**config.mk**
```make
export PLATFORM = sky130hd
export DESIGN_NAME = fspa_ctrl
export DESIGN_NICKNAME = d
export VERILOG_FILES = /design/src/rtl/fspa_pkg.sv /design/src/rtl/fspa_ctrl.sv
export SDC_FILE = /design/constraint.sdc
export NUM_CORES = 1
export LEC_CHECK = 0
export CAP_MARGIN = 20
export CORE_AREA = 5 5 42 44
export CTS_CLUSTER_DIAMETER = 40
export DETAILED_ROUTE_END_ITERATION = 8
export DIE_AREA = 0 0 47 49
export DONT_BUFFER_PORTS = 1
export GPL_TIMING_DRIVEN = 0
export MAX_ROUTING_LAYER = met4
export PLACE_DENSITY = 0.34
export SYNTH_ARGS = -nofsm -noshare
export SYNTH_HDL_FRONTEND = slang
export SYNTH_SLANG_ARGS = --single-unit
```
**constraint.sdc**
```tcl
create_clock -name clk -period 1.25 [get_ports clk]
set_input_delay 0.3125 -clock clk [delete_from_list [all_inputs] [get_ports clk]]
set_output_delay 0.3125 -clock clk [all_outputs]
set_load 0.01 [all_outputs]
```
**src/rtl/fspa_pkg.sv**
```systemverilog
// Package for the fixed slot pool allocator.
// Widths, reset values, command and register codes, controller/datapath structs.
// No dependencies.
package fspa_pkg;

	localparam int BLOCK_SLOTS_DEF = 64;
	localparam int MAX_BLOCKS_DEF  = 16;

	localparam int SLOT_W     = 10;
	localparam int LINK_DEPTH = 1024;
	localparam int SPB_W      = 7;
	localparam int LIMIT_W    = 5;
	localparam int BLK_W      = 5;
	localparam int CNT_W      = 32;
	localparam int LEN_W      = 16;
	localparam int CFG_W      = 7;
	localparam int CFG_IDX_W  = 1;

	localparam logic [SPB_W-1:0]   SPB_RESET   = 7'd64;
	localparam logic [LIMIT_W-1:0] LIMIT_RESET = 5'd16;

	typedef enum logic {
		CMD_ALLOC = 1'b0,
		CMD_FREE  = 1'b1
	} cmd_t;

	typedef enum logic [CFG_IDX_W-1:0] {
		REG_SLOTS_PER_BLOCK = 1'b0,
		REG_BLOCK_LIMIT     = 1'b1
	} cfg_reg_t;

	// Commands from the controller to the datapath
	typedef struct packed {
		logic push;      // free: link the slot onto the list
		logic pop;       // allocate from the list: read the link of the head
		logic pop_done;  // link data is back: advance the head
		logic bump;      // allocate from the current block
		logic load_out;  // capture the result into the output register
	} dp_cmd_t;

	// Status from the datapath to the controller
	typedef struct packed {
		logic list_nonempty;
	} dp_stat_t;

endpackage

```
**src/rtl/fspa_ctrl.sv**
```systemverilog
// Controller of the slot pool allocator: handshake, pop sequencing, output valid.
// Depends on fspa_pkg.
module fspa_ctrl (
	input  logic               clk,
	input  logic               arst_n,
	input  logic               in_valid,
	input  logic               in_cmd,
	output logic               in_ready,
	output logic               out_valid,
	input  logic               out_ready,
	input  fspa_pkg::dp_stat_t stat,
	output fspa_pkg::dp_cmd_t  cmd
);

	typedef enum logic {
		S_IDLE,
		S_POP
	} state_t;

	state_t state_q;
	logic   out_valid_q;
	logic   accept;
	logic   is_free;

	// Take a command only when the output register is empty or drains now
	assign in_ready = (state_q == S_IDLE) && (!out_valid_q || out_ready);
	assign accept   = in_valid && in_ready;
	assign is_free  = (in_cmd == fspa_pkg::CMD_FREE);

	always_comb begin
		cmd.push     = accept && is_free;
		cmd.pop      = accept && !is_free && stat.list_nonempty;
		cmd.bump     = accept && !is_free && !stat.list_nonempty;
		cmd.pop_done = (state_q == S_POP);
		cmd.load_out = accept;
	end

	assign out_valid = out_valid_q;

	always_ff @(posedge clk or negedge arst_n) begin
		if (!arst_n) begin
			state_q     <= S_IDLE;
			out_valid_q <= 1'b0;
		end else begin
			if (accept) begin
				out_valid_q <= 1'b1;
			end else if (out_ready) begin
				out_valid_q <= 1'b0;
			end
			unique case (state_q)
				S_IDLE: begin
					if (cmd.pop) begin
						state_q <= S_POP;
					end
				end
				S_POP: begin
					state_q <= S_IDLE;
				end
			endcase
		end
	end

endmodule

```
Yosys cells after proc, flatten, opt, wreduce, memory -nomap -nowiden. Index checks and enable logic that the tools add are counted.

Register bits after elaboration: 2. Bits of input ports: 6. Output and inout port bits: 7. Word-level logic and storage cells: 18.

Muxes and demuxes: 4. Bitwise logic cells: 1. Reduce and logical (&&, ||, !) cells: 11.

Operators with widths (number): $logic_and 1x1->1 (6); $logic_not 1->1 (3); $mux 1 (3); $pmux 1 s2 (1); $reduce_bool 2->1 (1); $logic_or 1x1->1 (1); $not 1->1 (1).

Depth between registers and ports, before layout.
Depth after elaboration: 8. Mapped depth: 3. Gate-level depth less buffers: 2.

Least setup slack after synthesis. Ideal clock, no wire load.

Path kind: register -> output. Start point: register out_valid_q (netlist: out_valid). End point: output cmd[1] in the netlist's numbering. Data arrival time: 0.969 ns. Setup slack: -0.031 ns. Stages on the path, launching flop included: 3. Cell sequence: dfrtp_1 nor2b_4 nor4_1.

RTL lines: start, declared (RTL line fspa_ctrl.sv:21) `logic out_valid_q;`; start signal, assigned (RTL line fspa_ctrl.sv:43) `out_valid_q <= 1'b0;`; start signal, assigned (RTL line fspa_ctrl.sv:46) `out_valid_q <= 1'b1;`; start signal, assigned (RTL line fspa_ctrl.sv:48) `out_valid_q <= 1'b0;`; end, declared (RTL line fspa_ctrl.sv:12) `output fspa_pkg::dp_cmd_t cmd`.

==> reports/summary.txt <==
Critical Path RT - 0.94 ns
met2 WL - 102 µm
status - finished, violations left
Hold WC Path Type - input pin to register
Async SR Flop Fraction - 1.00
initial DRC count - 2
Vias - 118
top cell type's share of synthesized area - 0.305
# DRC - 0
Worst VDD drop - 0.193 mV
Hold Path Sink - state_q$_DFF_PN0_
Root Driver - clkbuf_4
syn_nets - 19
initial antenna violation count - 0
Vert. Die Dim - 49 µm
Longest Clk Path Bufs - 2
top post-synthesis cells by count - buf_4 (2), dfrtp_1 (2), nor2_1 (2)
die area - 0.00230 mm²
top_reg_cell synth - dfrtp_1
post-synthesis sequential area ratio - 0.305
clk sink count - 2
Ports - 13
post-DR vias/cell - 3.47
first-pass GRT wire length - 614 µm
Post-synth EDFFs - 0
Detail Route Antenna Nets - 0
PortBufs - 0
share of cells above drive strength 1 - 0.722
# diodes - 0
Critical Path End Type - primary output
CTS buffer count - 3
WL met1 - 157 µm
Filler cells - 160
CTS tree - built
Final nets - 26
Hold Vio Cnt, Final - 0
Setup-failing EPs final - 5
final max-slew violation count - 0
vias in the first global route - 151
Critical Path Source Type - register
Yosys top cell by area - dfrtp_1
min Tclk post-route - 1.43 ns
Core Area - 0.00140 mm²
number of H-tree levels - 1
hpwl dp - 290 µm
total congestion overflow - 0
met3 routed WL - 112 µm
post-synthesis sequential element count - 2
chip width - 47 µm
final setup margin - -0.183 ns
Clock Skews - 0.00220 ns
Mapped Area - 164 µm²
FF-to-FF path depth - 3
largest net degree at the start of global routing - 7
Initial Util - 0.117
Worst Hold Launch - in_cmd
Slew @ Worst Pin - 0.268 ns
setup slack, reg-to-reg - 0.19 ns
WS Path Type - register to primary output
Layout Cells excl Fill - 34
crit-path max FO - 6
DR pass1 iterations - 2
Synth area leaders - dfrtp_1 (31%), nor4b_4 (15%), buf_4 (9.2%), nor4b_2 (9.2%), nand2b_4 (8.4%)
wire per inst - 11.0 µm
Crit path arrival time - 1.12 ns
Synth Warn # - 0
worst hold stages - 1
Distinct cells, synth - 10
failing checks - negative setup slack
hold slack - 0.150 ns
gr usage total - 0.0433
DRT Wirelength - 373 µm
GPL Wtd Cong - 0.638
Mapped Cells - 13
Reg clk slew, reported paths - 0.03 ns
worst r2r src - out_valid$_DFFE_PN0P_
PwrDens - 1100 mW/mm²
worst reg2reg endpoint - state_q$_DFF_PN0_
Top Layer Used - met3
synthesis-to-layout area growth - 52.7%
Max transition margin - 0.820
Leak - 0.0990 nW
placed insts - 29
period utilisation layout - 1.15
Avg Inst Size Synth - 12.6 µm²
worst skew pair latency - 0.22 ns
unrepaired setup endpoints after global routing - true
Max Cap Viol - 0
fmax - 698 MHz
site row count - 14
metal layers:
metal | up-vias | global-route usage
met5 | - | -
met4 | 0 | 0.0415
met3 | 0 | 0.0517
met2 | 14 | 0.0339
met1 | 50 | 0.0484
li1 | 54 | -
cell usage in the layout, fill, tap and decap left out:
cell type,count
buf_4,3
clkbuf_4,3
dfrtp_1,2
dlygate4sd3_1,1
nand2b_1,1
nand2b_4,1
nor2_1,1
nor2_2,1
nor2b_4,1
nor3b_2,1
nor4_4,1
nor4b_4,2
flip-flops by register name (all words and copies together), names as in the netlist:
name	flops
out_valid	1
state_q	1
area by class of cell:
| cell class | count | area (µm²) | area share |
|---|---|---|---|
| timing repair buffer | 2 | 17.5 | 0.0700 |
| tap | 16 | 20.0 | 0.0800 |
| sequential | 2 | 50.0 | 0.200 |
| clock buffer | 3 | 22.5 | 0.0900 |
| multi-input combinational | 9 | 125 | 0.500 |
| buffer | 2 | 15.0 | 0.0600 |
cells by family (layout without fill, tap and decap cells):
| kind of cell | after synthesis | count (layout) | share of synthesized area |
|---|---|---|---|
| flip-flops | 2 | 2 | 0.305 |
| AND/OR/NAND/NOR | 9 | 9 | 0.603 |
| buffers and inverters | 2 | 7 | 0.0916 |
through the flow:
| step | utilization | setup TNS, ns | setup slack [ns] | power (mW) | instance area (µm²) |
|---|---|---|---|---|---|
| final | 0.179 | -0.729 | -0.183 | 0.274 | 250 |
| after global routing | 0.179 | -1.02 | -0.252 | 0.287 | 250 |
| after CTS | 0.177 | -0.812 | -0.201 | 0.284 | 248 |
| after detailed placement | 0.136 | -0.0184 | -0.0184 | 0.119 | 190 |
| after global placement | 0.136 | -0.0227 | -0.0227 | 0.119 | 190 |
| after floorplan | - | 0 | 0.0355 | 0.114 | 170 |
power breakdown:
| part | internal [mW] | total [mW] | switching (mW) |
|---|---|---|---|
| logic | 0.0295 | 0.0591 | 0.0296 |
| registers | 0.0692 | 0.0731 | 0.00394 |
| clock network | 0.106 | 0.142 | 0.0362 |
worst max path at each step:
stage                                      from      to  slack, ns  cells after the start
after floorplan           out_valid$_DFFE_PN0P_  cmd[3]       0.04                      2
after global placement    out_valid$_DFFE_PN0P_  cmd[3]      -0.02                      2
after detailed placement  out_valid$_DFFE_PN0P_  cmd[3]      -0.02                      2
after CTS                 out_valid$_DFFE_PN0P_  cmd[3]      -0.20                      2
after global routing      out_valid$_DFFE_PN0P_  cmd[3]      -0.25                      2
final                     out_valid$_DFFE_PN0P_  cmd[3]      -0.18                      2
worst max-delay path: stages (launching register included):
cell and delay [ns]:
dfrtp_1 0.40, nor2b_4 0.18, nor4b_4 0.31
repair_timing:
item,CTS,global route
endpoints found under the hold margin,2,0
resized for setup,2,1
endpoints found under the setup margin,5,5
setup buffers,1,0
pin swaps,1,0
hold buffers,1,0
(Power assumes the default switching activity.)
